File: config.mk
export PLATFORM = sky130hd
export DESIGN_NAME = quadrature_knob_decoder_unit
export DESIGN_NICKNAME = d
export VERILOG_FILES = /design/src/rtl/qkd_pkg.sv /design/src/rtl/qkd_step.sv /design/src/rtl/quadrature_knob_decoder_unit.sv
export VERILOG_INCLUDE_DIRS = /design/src /design/src/rtl
export SDC_FILE = /design/constraint.sdc
export NUM_CORES = 1
export LEC_CHECK = 0
export ABC_AREA = 1
export BUFFER_PORTS_ARGS = -buffer_cell sky130_fd_sc_hd__buf_2
export CORE_MARGIN = 2
export CORE_UTILIZATION = 45
export CTS_CLUSTER_SIZE = 8
export DETAILED_ROUTE_END_ITERATION = 6
export PLACE_DENSITY_LB_ADDON = 0.15
export SETUP_SLACK_MARGIN = 0.5
export SYNTH_ARGS = -nofsm -noshare
export SYNTH_HDL_FRONTEND = slang
export SYNTH_SLANG_ARGS = --single-unit
File: constraint.sdc
create_clock -name clk_i -period 2.4 [get_ports clk_i]
set_input_delay 0.6 -clock clk_i [delete_from_list [all_inputs] [get_ports clk_i]]
set_output_delay 0.6 -clock clk_i [all_outputs]
set_load 0.005 [all_outputs]
File: src/rtl/assert_macros.svh
// Assertion macros for the quadrature knob decoder RTL.
// Included by files that carry concurrent assertions; no other dependencies.
`ifndef ASSERT_MACROS_SVH
`define ASSERT_MACROS_SVH

`ifndef SYNTHESIS

// Clocked check, switched off while reset is asserted
`define ASSERT_RST(lbl, clk, rstn, prop, msg) \
  lbl: assert property (@(posedge clk) disable iff (!(rstn)) (prop)) else $error(msg);

// Clocked check that also holds during reset
`define ASSERT_ALWAYS(lbl, clk, prop, msg) \
  lbl: assert property (@(posedge clk) (prop)) else $error(msg);

`else

`define ASSERT_RST(lbl, clk, rstn, prop, msg)
`define ASSERT_ALWAYS(lbl, clk, prop, msg)

`endif

`endif

File: src/rtl/qkd_pkg.sv
// Shared types, register codes and transition tables for the quadrature knob decoder.
// No dependencies; imported by qkd_step and quadrature_knob_decoder_unit.
package qkd_pkg;

  // Detent mode register
  localparam int unsigned ModeWidth = 3;
  localparam logic [ModeWidth-1:0] DETENT_ALL   = 3'd0;
  localparam logic [ModeWidth-1:0] DETENT_HALF  = 3'd1;
  localparam logic [ModeWidth-1:0] DETENT_FULL  = 3'd2;
  localparam logic [ModeWidth-1:0] DETENT_ALT   = 3'd3;
  localparam logic [ModeWidth-1:0] DETENT_QUART = 3'd4;
  localparam logic [ModeWidth-1:0] DETENT_RESET = DETENT_ALL;

  // One input item
  typedef struct packed {
    logic               pin_a_level;
    logic               pin_b_level;
    logic               button_level;
    logic               load_position;
    logic signed [31:0] new_position;
    logic               take_press;
    logic               clear_press;
  } qkd_in_t;

  // One result item
  typedef struct packed {
    logic signed [31:0] position;
    logic [15:0]        press_total;
    logic               press_seen;
  } qkd_out_t;

  // Decoder state carried from item to item
  typedef struct packed {
    logic [1:0]         last_pins;
    logic signed [31:0] position;
    logic               last_button;
    logic [15:0]        press_count;
    logic [15:0]        reported_count;
  } qkd_state_t;

  // Transition codes {old_a, old_b, new_a, new_b} that step the position up
  function automatic logic [15:0] up_mask(input logic [ModeWidth-1:0] mode);
    logic [15:0] mask;
    unique case (mode)
      DETENT_ALL:   mask = 16'h2814;
      DETENT_HALF:  mask = 16'h2800;
      DETENT_FULL:  mask = 16'h2000;
      DETENT_ALT:   mask = 16'h0800;
      DETENT_QUART: mask = 16'h0804;
      default:      mask = 16'h0000;
    endcase
    return mask;
  endfunction

  // Transition codes that step the position down
  function automatic logic [15:0] down_mask(input logic [ModeWidth-1:0] mode);
    logic [15:0] mask;
    unique case (mode)
      DETENT_ALL:   mask = 16'h4182;
      DETENT_HALF:  mask = 16'h4080;
      DETENT_FULL:  mask = 16'h4000;
      DETENT_ALT:   mask = 16'h0080;
      DETENT_QUART: mask = 16'h0082;
      default:      mask = 16'h0000;
    endcase
    return mask;
  endfunction

endpackage

File: src/rtl/qkd_step.sv
// Next-state and result logic for one decoder item.
// Depends on qkd_pkg for the item, result and state types and the code tables.
module qkd_step (
  input  logic [qkd_pkg::ModeWidth-1:0] mode_i,
  input  qkd_pkg::qkd_state_t           state_i,
  input  qkd_pkg::qkd_in_t              item_i,
  output qkd_pkg::qkd_state_t           state_o,
  output qkd_pkg::qkd_out_t             result_o
);
  import qkd_pkg::*;

  logic [1:0]         pins;
  logic [3:0]         code;
  logic [15:0]        up_bits;
  logic [15:0]        down_bits;
  logic               step_up;
  logic               step_down;
  logic signed [31:0] pos_counted;
  logic signed [31:0] pos_next;
  logic               btn_fall;
  logic [15:0]        cnt_bumped;
  logic               seen;
  logic [15:0]        rep_taken;

  // Form the transition code and look up its direction
  assign pins      = {item_i.pin_a_level, item_i.pin_b_level};
  assign code      = {state_i.last_pins, pins};
  assign up_bits   = up_mask(mode_i);
  assign down_bits = down_mask(mode_i);
  assign step_up   = up_bits[code];
  assign step_down = down_bits[code];

  // Count the step, then apply the load
  always_comb begin
    if (step_up) begin
      pos_counted = state_i.position + 32'sd1;
    end else if (step_down) begin
      pos_counted = state_i.position - 32'sd1;
    end else begin
      pos_counted = state_i.position;
    end
  end
  assign pos_next = item_i.load_position ? item_i.new_position : pos_counted;

  // Bump the press count on a falling button edge
  assign btn_fall   = state_i.last_button & ~item_i.button_level;
  assign cnt_bumped = btn_fall ? state_i.press_count + 16'd1 : state_i.press_count;

  // Take: report a change since the last take or clear
  assign seen      = item_i.take_press && (cnt_bumped != state_i.reported_count);
  assign rep_taken = item_i.take_press ? cnt_bumped : state_i.reported_count;

  // Assemble next state; clear drops both counts after reporting
  always_comb begin
    state_o.last_pins      = pins;
    state_o.position       = pos_next;
    state_o.last_button    = item_i.button_level;
    state_o.press_count    = item_i.clear_press ? 16'd0 : cnt_bumped;
    state_o.reported_count = item_i.clear_press ? 16'd0 : rep_taken;
  end

  assign result_o.position    = pos_next;
  assign result_o.press_total = cnt_bumped;
  assign result_o.press_seen  = seen;

endmodule

File: src/rtl/quadrature_knob_decoder_unit.sv
// Quadrature knob decoder top level: input register, step logic, result register.
// Depends on qkd_pkg, qkd_step and assert_macros.svh.
//
// Usage:
//   Input channel (in_valid_i / in_stall_o / in_data_i): one sample of pins A/B,
//   the button and the load/take/clear strobes per transfer.
//   Output channel (out_valid_o / out_stall_i / out_data_o): one result per item
//   carrying the position, the press total and the press indication.
//   Config channel (cfg_valid_i / cfg_ready_o / cfg_detent_mode_i): writes the
//   detent mode; always ready. Write it only while no item is in flight.
// Timing:
//   An accepted item sits in the input register, is decoded, and is written to
//   the result register as it advances; from there it can be taken. One item
//   per cycle is sustained while the output is not stalled; the state update
//   (position add, press counter) is combinational between the registers.
// Reset:
//   Both registers empty, position and counts zero, last pins 00, button
//   released, detent mode 0 (every edge counts).
// Stall:
//   A stalled result holds in the result register; the input register still
//   takes one more item, after which in_stall_o follows out_stall_i.
`include "assert_macros.svh"

module quadrature_knob_decoder_unit (
  input  logic                          clk_i,
  input  logic                          rst_ni,
  input  logic                          cfg_valid_i,
  output logic                          cfg_ready_o,
  input  logic [qkd_pkg::ModeWidth-1:0] cfg_detent_mode_i,
  input  logic                          in_valid_i,
  output logic                          in_stall_o,
  input  qkd_pkg::qkd_in_t              in_data_i,
  output logic                          out_valid_o,
  input  logic                          out_stall_i,
  output qkd_pkg::qkd_out_t             out_data_o
);
  import qkd_pkg::*;

  logic [ModeWidth-1:0] mode_q;
  logic                 in_valid_q;
  qkd_in_t              in_q;
  logic                 out_valid_q;
  qkd_out_t             out_q;
  qkd_state_t           state_q;
  qkd_state_t           state_d;
  qkd_out_t             result_d;
  logic                 out_free;
  logic                 advance;
  logic                 in_xfer;

  // Handshake control
  assign out_free    = ~out_valid_q | ~out_stall_i;
  assign advance     = in_valid_q & out_free;
  assign in_stall_o  = in_valid_q & ~out_free;
  assign in_xfer     = in_valid_i & ~in_stall_o;
  assign cfg_ready_o = 1'b1;

  // Hold the detent mode
  always_ff @(posedge clk_i or negedge rst_ni) begin
    if (!rst_ni) begin
      mode_q <= DETENT_RESET;
    end else if (cfg_valid_i && cfg_ready_o) begin
      mode_q <= cfg_detent_mode_i;
    end
  end

  // Input register: load on transfer, drop when the item moves on
  always_ff @(posedge clk_i or negedge rst_ni) begin
    if (!rst_ni) begin
      in_valid_q <= 1'b0;
    end else if (in_xfer) begin
      in_valid_q <= 1'b1;
    end else if (advance) begin
      in_valid_q <= 1'b0;
    end
  end

  always_ff @(posedge clk_i) begin
    if (in_xfer) begin
      in_q <= in_data_i;
    end
  end

  qkd_step u_step (
    .mode_i   (mode_q),
    .state_i  (state_q),
    .item_i   (in_q),
    .state_o  (state_d),
    .result_o (result_d)
  );

  // Advance decoder state with each item
  always_ff @(posedge clk_i or negedge rst_ni) begin
    if (!rst_ni) begin
      state_q.last_pins      <= 2'b00;
      state_q.position       <= 32'sd0;
      state_q.last_button    <= 1'b1;
      state_q.press_count    <= 16'd0;
      state_q.reported_count <= 16'd0;
    end else if (advance) begin
      state_q <= state_d;
    end
  end

  // Result register
  always_ff @(posedge clk_i or negedge rst_ni) begin
    if (!rst_ni) begin
      out_valid_q <= 1'b0;
    end else if (out_free) begin
      out_valid_q <= in_valid_q;
    end
  end

  always_ff @(posedge clk_i) begin
    if (advance) begin
      out_q <= result_d;
    end
  end

  assign out_valid_o = out_valid_q;
  assign out_data_o  = out_q;

  // Checks
  `ASSERT_RST(a_advance_fills_out, clk_i, rst_ni, advance |=> out_valid_q, "item lost between registers")
  `ASSERT_RST(a_seen_needs_take, clk_i, rst_ni, (advance && !in_q.take_press) |=> !out_q.press_seen, "press_seen without take")
  `ASSERT_RST(a_pos_step, clk_i, rst_ni, (advance && !in_q.load_position) |=> ((state_q.position - $past(state_q.position)) == 32'sd0 || (state_q.position - $past(state_q.position)) == 32'sd1 || (state_q.position - $past(state_q.position)) == -32'sd1), "position moved more than one step")
  `ASSERT_ALWAYS(a_idle_no_stall, clk_i, !in_valid_q |-> !in_stall_o, "stall with empty input register")

endmodule

==> results of run 1 <==
[flip-flops by register name (all words and copies together), names as in the netlist]
register,flops
state_q,67
out_data_o,49
in_q,38
mode_q,3
in_valid_q,1
out_valid_o,1
[cells in the final DEF, fill, tap and decap left out, types with 4 or more instances in the layout]
master,netlist,layout
nand2_1,449,419
buf_2,11,96
edfxtp_1,87,87
inv_1,96,79
nand3_1,98,75
nor2_1,94,65
o21ai_0,62,54
dfrtp_1,71,52
buf_4,4,48
nand2_2,5,28
nor2_4,2,26
xor2_1,22,21
nand3_2,2,20
nor2_2,11,19
clkbuf_16,0,19
dfrtp_2,0,19
inv_2,4,18
nand4_1,17,17
o21ai_1,13,13
or2_2,13,13
nor3_1,17,11
nand3b_1,10,10
nor3_2,5,9
o21ai_2,0,8
and2_1,14,8
buf_12,0,7
and2_4,0,6
nand2_4,0,5
nand3_4,0,5
buf_6,3,5
clkinvlp_4,0,4
[logic make-up after synthesis]
kind of cell               synth area share, %
and+or+nand+nor                           36.0
DFF                                       49.7
buffers and inverters                     6.43
AOI/OAI and AO/OA                         4.80
xor gates and xnor gates                  2.47
adders and majority gates                0.423
other                                   0.0422
muxes                                    0.127
[through the flow]
step	power (W)	cell area, um^2	hold WS, ps	util, %	worst slack (ps)
after floorplan	0.00547	8890	304	-	506
after global placement	0.00625	9710	486	50.1	291
after detailed placement	0.00627	9710	492	50.1	240
after CTS	0.00944	10800	206	55.7	430
after global routing	0.0105	11400	221	58.6	241
final	0.00990	11400	191	58.6	373
[how the worst min path moves through the flow]
stage,end
floorplan,in_valid_q$_DFFE_PN0P_
global placement,state_q[7]$_DFFE_PN0P_
detailed placement,state_q[2]$_DFFE_PN0P_
CTS,state_q[9]$_DFFE_PN0P_
global route,state_q[25]$_DFFE_PN0P_
finish,state_q[25]$_DFFE_PN0P_
[where the power goes]
| group | internal [W] | switching, W |
|---|---|---|
| Sequential | 0.00336 | 0.000471 |
| Combinational | 0.00127 | 0.00202 |
| Clock | 0.00158 | 0.00120 |
[worst max-delay path, cell delays in order, from the launching register on]
cell and delay, ps:
dfstp_2 600, inv_2 70, nor2_4 130, nand2_2 110, buf_4 150, nand2_1 130
xor2_1 150, nand3_1 150, nor2_1 130, nand3_1 90, nand2_1 60, inv_1 30
[routing by layer]
| layer | wire length, um | up-vias | share of wire [%] | GRT usage, % |
|---|---|---|---|---|
| met4 | 278 | 0 | 1.1 | 4.55 |
| met1 | 11900 | 3730 | 49 | 34.0 |
| met3 | 1120 | 29 | 4.6 | 4.64 |
| met5 | 0 | - | 0 | 0 |
| met2 | 11200 | 210 | 46 | 37.3 |
| li1 | - | 4009 | - | - |
[cell type report]
cell class	instances	share of cell area [%]
Multi-Input combinational cell	856	39.7
Sequential cell	159	39.1
Timing Repair Buffer	158	9.57
Clock buffer	18	3.86
Inverter	100	3.41
Tap cell	265	2.92
Clock inverter	14	1.39
Timing Repair inverter	1	0.0550
[what timing repair did]
action / CTS / global route
pin swaps: 17 / 44
gates cloned: 3 / 3
buffers inserted: 20 / 17
resized for setup: 92 / 107
endpoints found under the hold margin: 0 / 0
hold buffers: 0 / 0
setup endpoints to repair: 64 / 65
==> impl_metrics.csv, run 1 <==
group,metric,value,unit
run_status,status,"finished, final reports clean",
finish,drive_gt1_share,29.2,%
floorplan,fp.dieW,144,um
worst_setup_path,r2r-start,"state_q[32]$_DFFE_PN1P_",
logic_synthesis,synth_area_leaders,"edfxtp_1 29%, dfrtp_1 20%, nand2_1 19%",
worst_setup_path,r2r_slack,370,ps
clock_network,root_buffer,"clkbuf_16",
placement,placedCellCount,1496,
global_route,grt_pass1_vias,7227,
floorplan,num_rows,51,
logic_synthesis,synth_edf_count,87,
detailed_routing,first_iter_violations,559,
sta,finClkSkew,12.6,ps
logic_synthesis,yosysMostFrequentCell,"nand2_1",
global_route,grt-ovfl-total,0,
placement,globalplace.congestion,0.946,
worst_setup_path,crit_path_end_kind,"register",
logic_synthesis,synth_area_per_cell,7.72,um^2
sta,final-setup-viol-count,0,
detailed_routing,dr.pass1.iters,5,
job,maxCapViolations,0,
sta,setup_tns,0,ps
sta,slew_headroom,60.1,%
global_route,grt_pass1_wl,37900,um
clock_network,h-tree-depth,4,
clock_network,clkTransAtPathRegs,70,ps
floorplan,pin_count,98,
finish,syn2layout_area_growth,28.0,%
sta,report.final.slew_viol_count,0,
floorplan,die_h,144,um
logic_synthesis,yosys_warnings,0,
detailed_routing,totalWireLength,24500,um
worst_setup_path,r2r-end,"out_data_o[0]$_DFFE_PP_",
detailed_routing,vias,7978,
floorplan,initial_core_util,45.8,%
worst_setup_path,critPathLaunch,"state_q[32]$_DFFE_PN1P_",
global_route,grt_max_degree,94,
power_and_ir_drop,ir_drop,0.691,mV
floorplan,die-area,0.0209,mm^2
clock_network,cts_buffers,17,
detailed_routing,routedWlPerCell,15.6,um
sta,clock.fmax,0.493,GHz
power_and_ir_drop,p_leak,5.05,nW
finish,regArea,0.00444,mm^2
logic_synthesis,synthFlopType,"edfxtp_1",
logic_synthesis,synth_commonest_cells,"449 x nand2_1, 98 x nand3_1, 96 x inv_1",
logic_synthesis,ys_seq_area_share,49.7,%
detailed_routing,vias_per_cell,5.08,
clock_network,cts_tree,"built",
logic_synthesis,synth.largest_area_cell,"edfxtp_1",
worst_setup_path,crit_end,"out_data_o[0]$_DFFE_PP_",
global_route,antenna_found_initial,0,
worst_setup_path,reg2reg_depth,11,
logic_synthesis,synth_seq_cells,159,
logic_synthesis,syn_area,0.00888,mm^2
detailed_routing,drc,0,
worst_setup_path,cp.arrival,2230,ps
logic_synthesis,syn_inst,1150,
global_route,grtUsageTotal,23.6,%
logic_synthesis,synth_top_area_share,29.4,%
sta,hold_viol_final,0,
logic_synthesis,synth_cell_types,39,
logic_synthesis,synthesis.nets,1199,
finish,multi_input_area,0.00452,mm^2
clock_network,cts.sinks,159,
finish,fillerInstances,1829,
worst_setup_path,start_kind,"register",
finish,n_antenna_cell,0,
sta,finalCritPeriodShare,84.5,%
placement,portBuffers,96,
sta,period_needed,2030,ps
worst_setup_path,critical_path_class,"reg -> reg",
power_and_ir_drop,powerDensity,871,mW/mm^2
worst_setup_path,cp_max_fo,4,
worst_setup_path,required,2600,ps
logic_synthesis,async_flop_share,45.3,%
clock_network,clockBufferDepth,2,
finish,instances_no_fill,1571,
min_path,hp-class,"in -> async",
sta,worst_slew_pin_slew,598,ps
clock_network,clk_latency,440,ps
finish,nets,1342,
detailed_routing,drt.antenna.violating_nets,0,
sta,rsz0062_at_grt,"true",
placement,dp_hpwl,15900,um
floorplan,core,0.0194,mm^2
Power figures use the tool's default switching activity.
==> run 2, diff against run 1 <==
Clock period 2.4 ns to 1.8 ns, I/O delays scaled along.
==> run 2 against run 1 <==
  * The flow now finishes with violations (negative setup slack)
  * Die area stayed put
  * Clock-buffer cell count is 1 lower
  * Clock skew is 5.8 ps lower
  * Largest power group is now combinational cells
  * Sequential power is 32% higher
  * Cell count is 11% higher
  * Utilization is 13 points higher
  * Register-to-register slack worse by 650 ps
  * Largest cell class unchanged
  * Worst setup slack worse by 650 ps
  * Global-route usage is 3.1 points higher
==> impl_metrics.csv, run 2 (synthesis gave the netlist of run 1 again) <==
group,metric,value,unit
sta,final-setup-viol-count,65,
floorplan,core,0.0194,mm^2
worst_setup_path,start_kind,"register",
placement,placed_cell_area,0.0113,mm^2
finish,layout_commonest_cell,"nand2_1",
power_and_ir_drop,pwr-share-comb,43.5,%
power_and_ir_drop,swShare,37.4,%
power_and_ir_drop,power.switching,0.00573,W
detailed_routing,routedWlPerCell,17.0,um
finish,instances_no_fill,1747,
worst_setup_path,r2r_slack,-280,ps
floorplan,num_rows,51,
sta,clock.fmax,0.481,GHz
floorplan,initial_core_util,45.8,%
power_and_ir_drop,p_int,0.00958,W
clock_network,clk_latency,430,ps
power_and_ir_drop,clkPwrFrac,23.4,%
worst_setup_path,crit_path_top_delay_cell,"dfrtp_2",
sta,period_needed,2080,ps
placement,globalplace.congestion,0.920,
worst_setup_path,cp_max_fo,7,
finish,drive_gt1_share,47.8,%
sta,finClkSkew,6.83,ps
worst_setup_path,worst-path-buf-inv,2,
finish,largest_reg_flops,67,
floorplan,die_h,144,um
floorplan,pin_count,98,
clock_network,cts_buffers,17,
placement,place_ws,-238,ps
job,maxCapViolations,0,
sta,report.final.slew_viol_count,0,
sta,setup_tns,-11980,ps
floorplan,die-area,0.0209,mm^2
clock_network,clkTransAtPathRegs,60,ps
worst_setup_path,crit_chain,"nor2_4, nand4_1, inv_2, nor2_4, nor2_8, buf_6, nand3b_1, nand2_1, nand2_1, nand3_2, nand2_2",
run_status,failed_checks,"negative setup slack",
clock_network,cts_tree,"built",
power_and_ir_drop,powerDensity,1110,mW/mm^2
detailed_routing,drc,0,
clock_network,ctsHoldBuffers,0,
detailed_routing,drt.antenna.violating_nets,0,
worst_setup_path,reg2reg_depth,11,
power_and_ir_drop,p_leak,6.29,nW
detailed_routing,vias_per_cell,5.11,
placement,placedCellCount,1650,
worst_setup_path,critPathLaunch,"mode_q[0]$_DFFE_PN0P_",
global_route,grt-ovfl-total,0,
min_path,hp-class,"in -> async",
global_route,antenna_found_initial,0,
floorplan,fp.dieW,144,um
clock_network,clockBufferDepth,2,
detailed_routing,dr.pass1.iters,6,
worst_setup_path,cp_top_family,"simple AND/OR/NAND/NOR gates",
global_route,grt_pass1_vias,8271,
worst_setup_path,cp.arrival,2270,ps
finish,fillerInstances,1505,
clock_network,root_buffer,"clkbuf_16",
global_route,grt_pass1_wl,42600,um
placement,dp_hpwl,18000,um
finish,utilization,71.2,%
detailed_routing,first_iter_violations,717,
finish,design_area,0.0138,mm^2
worst_setup_path,critical_path_class,"reg -> reg",
run_status,status,"finished, violations left",
global_route,grtUsageTotal,26.7,%
worst_setup_path,r2r-end,"out_data_o[41]$_DFFE_PP_",
power_and_ir_drop,seqPwrFrac,33.1,%
sta,rsz0062_at_grt,"true",
finish,largest_register,"state_q",
clock_network,h-tree-depth,4,
placement,portBuffers,96,
detailed_routing,totalWireLength,29800,um
finish,final_cell_mix,"351 x nand2_1, 167 x buf_4, 95 x buf_2",
worst_setup_path,required,1990,ps
power_and_ir_drop,ir_drop,0.677,mV
sta,hold_viol_final,0,
worst_setup_path,crit_path_end_kind,"register",
finish,syn2layout_area_growth,55.5,%
sta,fin_ws,-277,ps
worst_setup_path,r2r-start,"mode_q[0]$_DFFE_PN0P_",
clock_network,cts.sinks,159,
finish,n_antenna_cell,0,
sta,finalCritPeriodShare,115,%
finish,nets,1518,
global_route,grt_max_degree,73,
worst_setup_path,crit_path_max_incr_delay,470,ps
detailed_routing,vias,8933,
run 2: area by class of cell:
| class | instances | area, um^2 | area share (%) |
|---|---|---|---|
| clock buffers | 17 | 425 | 3.08 |
| clock inverters | 15 | 144 | 1.04 |
| inverters | 100 | 412 | 2.98 |
| multi-input cells | 855 | 5210 | 37.7 |
| flip-flops and latches | 159 | 4440 | 32.1 |
| well taps | 265 | 332 | 2.40 |
| repair buffers | 335 | 2840 | 20.6 |
| repair inverters | 1 | 8.76 | 0.0634 |
run 2: metal layers:
layer | wire length, um | up-vias | part of all wire [%] | track usage, %
li1 | - | 4362 | - | -
met1 | 13300 | 4307 | 45 | 36.9
met2 | 14700 | 226 | 49 | 43.8
met3 | 1200 | 38 | 4.0 | 4.60
met4 | 594 | 0 | 2.0 | 6.34
met5 | 0 | - | 0 | 0
run 2: power groups by stage:
stage	Sequential [W]	Combinational, W	Clock (W)
finish	0.00507	0.00666	0.00358
global route	0.00512	0.00716	0.00377
CTS	0.00502	0.00571	0.00361
detailed placement	0.00504	0.00492	0
global placement	0.00504	0.00485	0
floorplan	0.00490	0.00282	0
run 2: through the flow:
stage | hold WS [ps] | power (W)
2_1_floorplan | 154 | 0.00772
5_1_grt | 63.1 | 0.0161
4_1_cts | 62.9 | 0.0143
3_5_place_dp | 497 | 0.00996
6_report | 46.4 | 0.0153
3_3_place_gp | 489 | 0.00990
run 2: worst max path at each step:
stage | cells after the start | end | slack, ps
2_1_floorplan | 13 | out_data_o[0]$_DFFE_PP_ | 7
3_3_place_gp | 14 | out_data_o[0]$_DFFE_PP_ | -200
3_5_place_dp | 9 | out_data_o[42]$_DFFE_PP_ | -240
4_1_cts | 14 | out_data_o[0]$_DFFE_PP_ | -150
5_1_grt | 13 | out_data_o[0]$_DFFE_PP_ | -390
6_report | 11 | out_data_o[41]$_DFFE_PP_ | -280
run 2: what timing repair did:
item / 4_1_cts / 5_1_grt
setup endpoints to repair: 200 / 254
setup buffers: 26 / 23
pin swaps: 52 / 88
gates cloned: 5 / 11
gates resized for setup: 162 / 195
run 2: worst register-to-register path: stages, from the launching register on:
cell	delay (ps)
dfrtp_2	470
nor2_4	160
nand4_1	200
inv_2	130
nor2_4	80
nor2_8	230
buf_6	190
nand3b_1	110
nand2_1	80
nand2_1	60
nand3_2	60
nand2_2	50
==> run 3, diff against run 2 <==
Settings changed: CAP_MARGIN set to 15, SETUP_SLACK_MARGIN 0.5 to 0.05.
==> run 3 against run 2 <==
  * Register-to-register slack worse by 70 ps
  * Wire length is 4.6% lower
  * Fmax fell by 3.1%
  * The run still ends with negative setup slack left
  * Sequential power up 1%
  * Cell count is 0.40% lower
  * Global-route usage up 0.079 points
  * Sequential share of layout area up 0.78 points
  * First-iteration DRC count decreased by 3.6%
  * Utilization fell by 1.6 points
==> impl_metrics.csv, run 3 (synthesis gave the netlist of run 1 again) <==
group,metric,value,unit
finish,drive_gt1_share,47.0,%
clock_network,clockBufferDepth,2,
job,maxCapViolations,0,
sta,report.final.slew_viol_count,0,
detailed_routing,dr.pass1.iters,5,
worst_setup_path,start_kind,"register",
sta,period_needed,2140,ps
placement,placed_cell_area,0.0110,mm^2
finish,regArea,0.00444,mm^2
worst_setup_path,critPathLaunch,"in_q[36]$_DFFE_PP_",
worst_setup_path,crit_path_end_kind,"register",
finish,utilization,69.6,%
sta,hold_viol_final,0,
detailed_routing,routedWlPerCell,16.3,um
sta,rsz0062_at_grt,"true",
global_route,antenna_found_initial,0,
sta,finalCritPeriodShare,119,%
clock_network,clk_latency,440,ps
finish,fillerInstances,1545,
finish,syn2layout_area_growth,52.0,%
clock_network,ctsHoldBuffers,0,
clock_network,clkTransAtPathRegs,70,ps
worst_setup_path,cp_max_fo,6,
finish,design_area,0.0135,mm^2
detailed_routing,first_iter_violations,691,
floorplan,initial_core_util,45.8,%
floorplan,core,0.0194,mm^2
finish,multi_input_area,0.00513,mm^2
detailed_routing,totalWireLength,28400,um
run_status,status,"finished, violations left",
global_route,grtUsageTotal,26.7,%
run_status,failed_checks,"negative setup slack",
floorplan,fp.dieW,144,um
global_route,grt-ovfl-total,0,
detailed_routing,drc,0,
clock_network,root_buffer,"clkbuf_16",
floorplan,pin_count,98,
global_route,grt_pass1_vias,8265,
detailed_routing,vias_per_cell,5.11,
sta,finClkSkew,11.8,ps
sta,fin_ws,-343,ps
global_route,grt_pass1_wl,42500,um
worst_setup_path,r2r-end,"out_data_o[42]$_DFFE_PP_",
power_and_ir_drop,p_leak,6.22,nW
detailed_routing,drt.antenna.violating_nets,0,
power_and_ir_drop,ir_drop,0.857,mV
finish,layout_commonest_cell,"nand2_1",
clock_network,h-tree-depth,4,
finish,largest_register,"state_q",
power_and_ir_drop,powerDensity,1140,mW/mm^2
worst_setup_path,reg2reg_depth,12,
floorplan,die-area,0.0209,mm^2
finish,instances_no_fill,1740,
detailed_routing,vias,8888,
clock_network,cts.sinks,159,
placement,portBuffers,96,
worst_setup_path,critical_path_class,"reg -> reg",
sta,clock.fmax,0.467,GHz
min_path,hp-class,"in -> async",
worst_setup_path,r2r_slack,-340,ps
sta,hold-worst-slack,44.0,ps
clock_network,cts_buffers,17,
finish,nets,1511,
placement,globalplace.congestion,0.942,
finish,final_cell_mix,"349 x nand2_1, 174 x buf_4, 96 x buf_2",
placement,placedCellCount,1646,
placement,dp_hpwl,18200,um
floorplan,num_rows,51,
worst_setup_path,cp.arrival,2330,ps
finish,n_antenna_cell,0,
global_route,grt_max_degree,73,
worst_setup_path,required,1980,ps
floorplan,die_h,144,um
clock_network,cts_tree,"built",
worst_setup_path,r2r-start,"in_q[36]$_DFFE_PP_",
finish,largest_reg_flops,67,
sta,final-setup-viol-count,69,
[run 3: cell count changes in the layout (fill, tap and decap cells not counted), sizes merged]
cell | previous run | this run
clkinvlp | 5 | 4
nand2 | 455 | 454
clkinv | 9 | 6
bufinv | 2 | 1
clkbuf | 23 | 18
nor2 | 109 | 108
bufbuf | 1 | 0
buf | 328 | 329
inv | 100 | 105
[run 3: through the flow]
stage	TNS, ps	setup WS (ps)	power [W]
after floorplan	0	5.96	0.00733
after global placement	-6370	-226	0.00948
after detailed placement	-6820	-229	0.00950
after CTS	-3650	-172	0.0145
after global routing	-21480	-468	0.0162
final	-14920	-343	0.0154
[run 3: worst max-delay path by stage]
stage / cells past startpoint / end / slack (ps)
after global routing: 15 / state_q[45]$_DFFE_PN0P_ / -470
after global placement: 14 / out_data_o[48]$_DFFE_PP_ / -230
after detailed placement: 11 / out_data_o[0]$_DFFE_PP_ / -230
after CTS: 12 / out_data_o[0]$_DFFE_PP_ / -170
after floorplan: 13 / out_data_o[0]$_DFFE_PP_ / 6
final: 12 / out_data_o[42]$_DFFE_PP_ / -340
[run 3: timing repair]
item | CTS | global route
pin swaps | 87 | 94
cloned | 4 | 1
resized for setup | 259 | 188
buffers inserted | 45 | 23
setup endpoints to repair | 77 | 83
[run 3: area by class of cell]
| class | count | area share (%) |
|---|---|---|
| tap | 265 | 2.46 |
| multi-input combinational | 853 | 38.0 |
| inverter | 100 | 2.97 |
| clock inverter | 15 | 1.12 |
| clock buffer | 17 | 3.15 |
| timing repair buffer | 330 | 19.3 |
| sequential | 159 | 32.9 |
| timing repair inverter | 1 | 0.0464 |
[run 3: worst max-delay path, cell delays in order (launching register included)]
cell and delay (ps):
edfxtp_1 490, inv_1 150, nand4_1 220, inv_1 170, nor2_4 70, nor2_8 190
buf_12 170, buf_6 100, nand3_4 50, nand2_1 70, nand2_1 50, nand3_1 70
nand2_1 70
[run 3: power breakdown]
part	total [W]	switching [W]	internal, W
clock	0.00359	0.00164	0.00195
sequential	0.00512	0.000640	0.00448
combinational	0.00670	0.00364	0.00306
[run 3: layer usage]
layer  part of all wire [%]  GRT usage, %
met5                      0             0
met4                    2.7          8.02
met3                    5.0          5.17
met2                     47          44.1
met1                     45          35.8
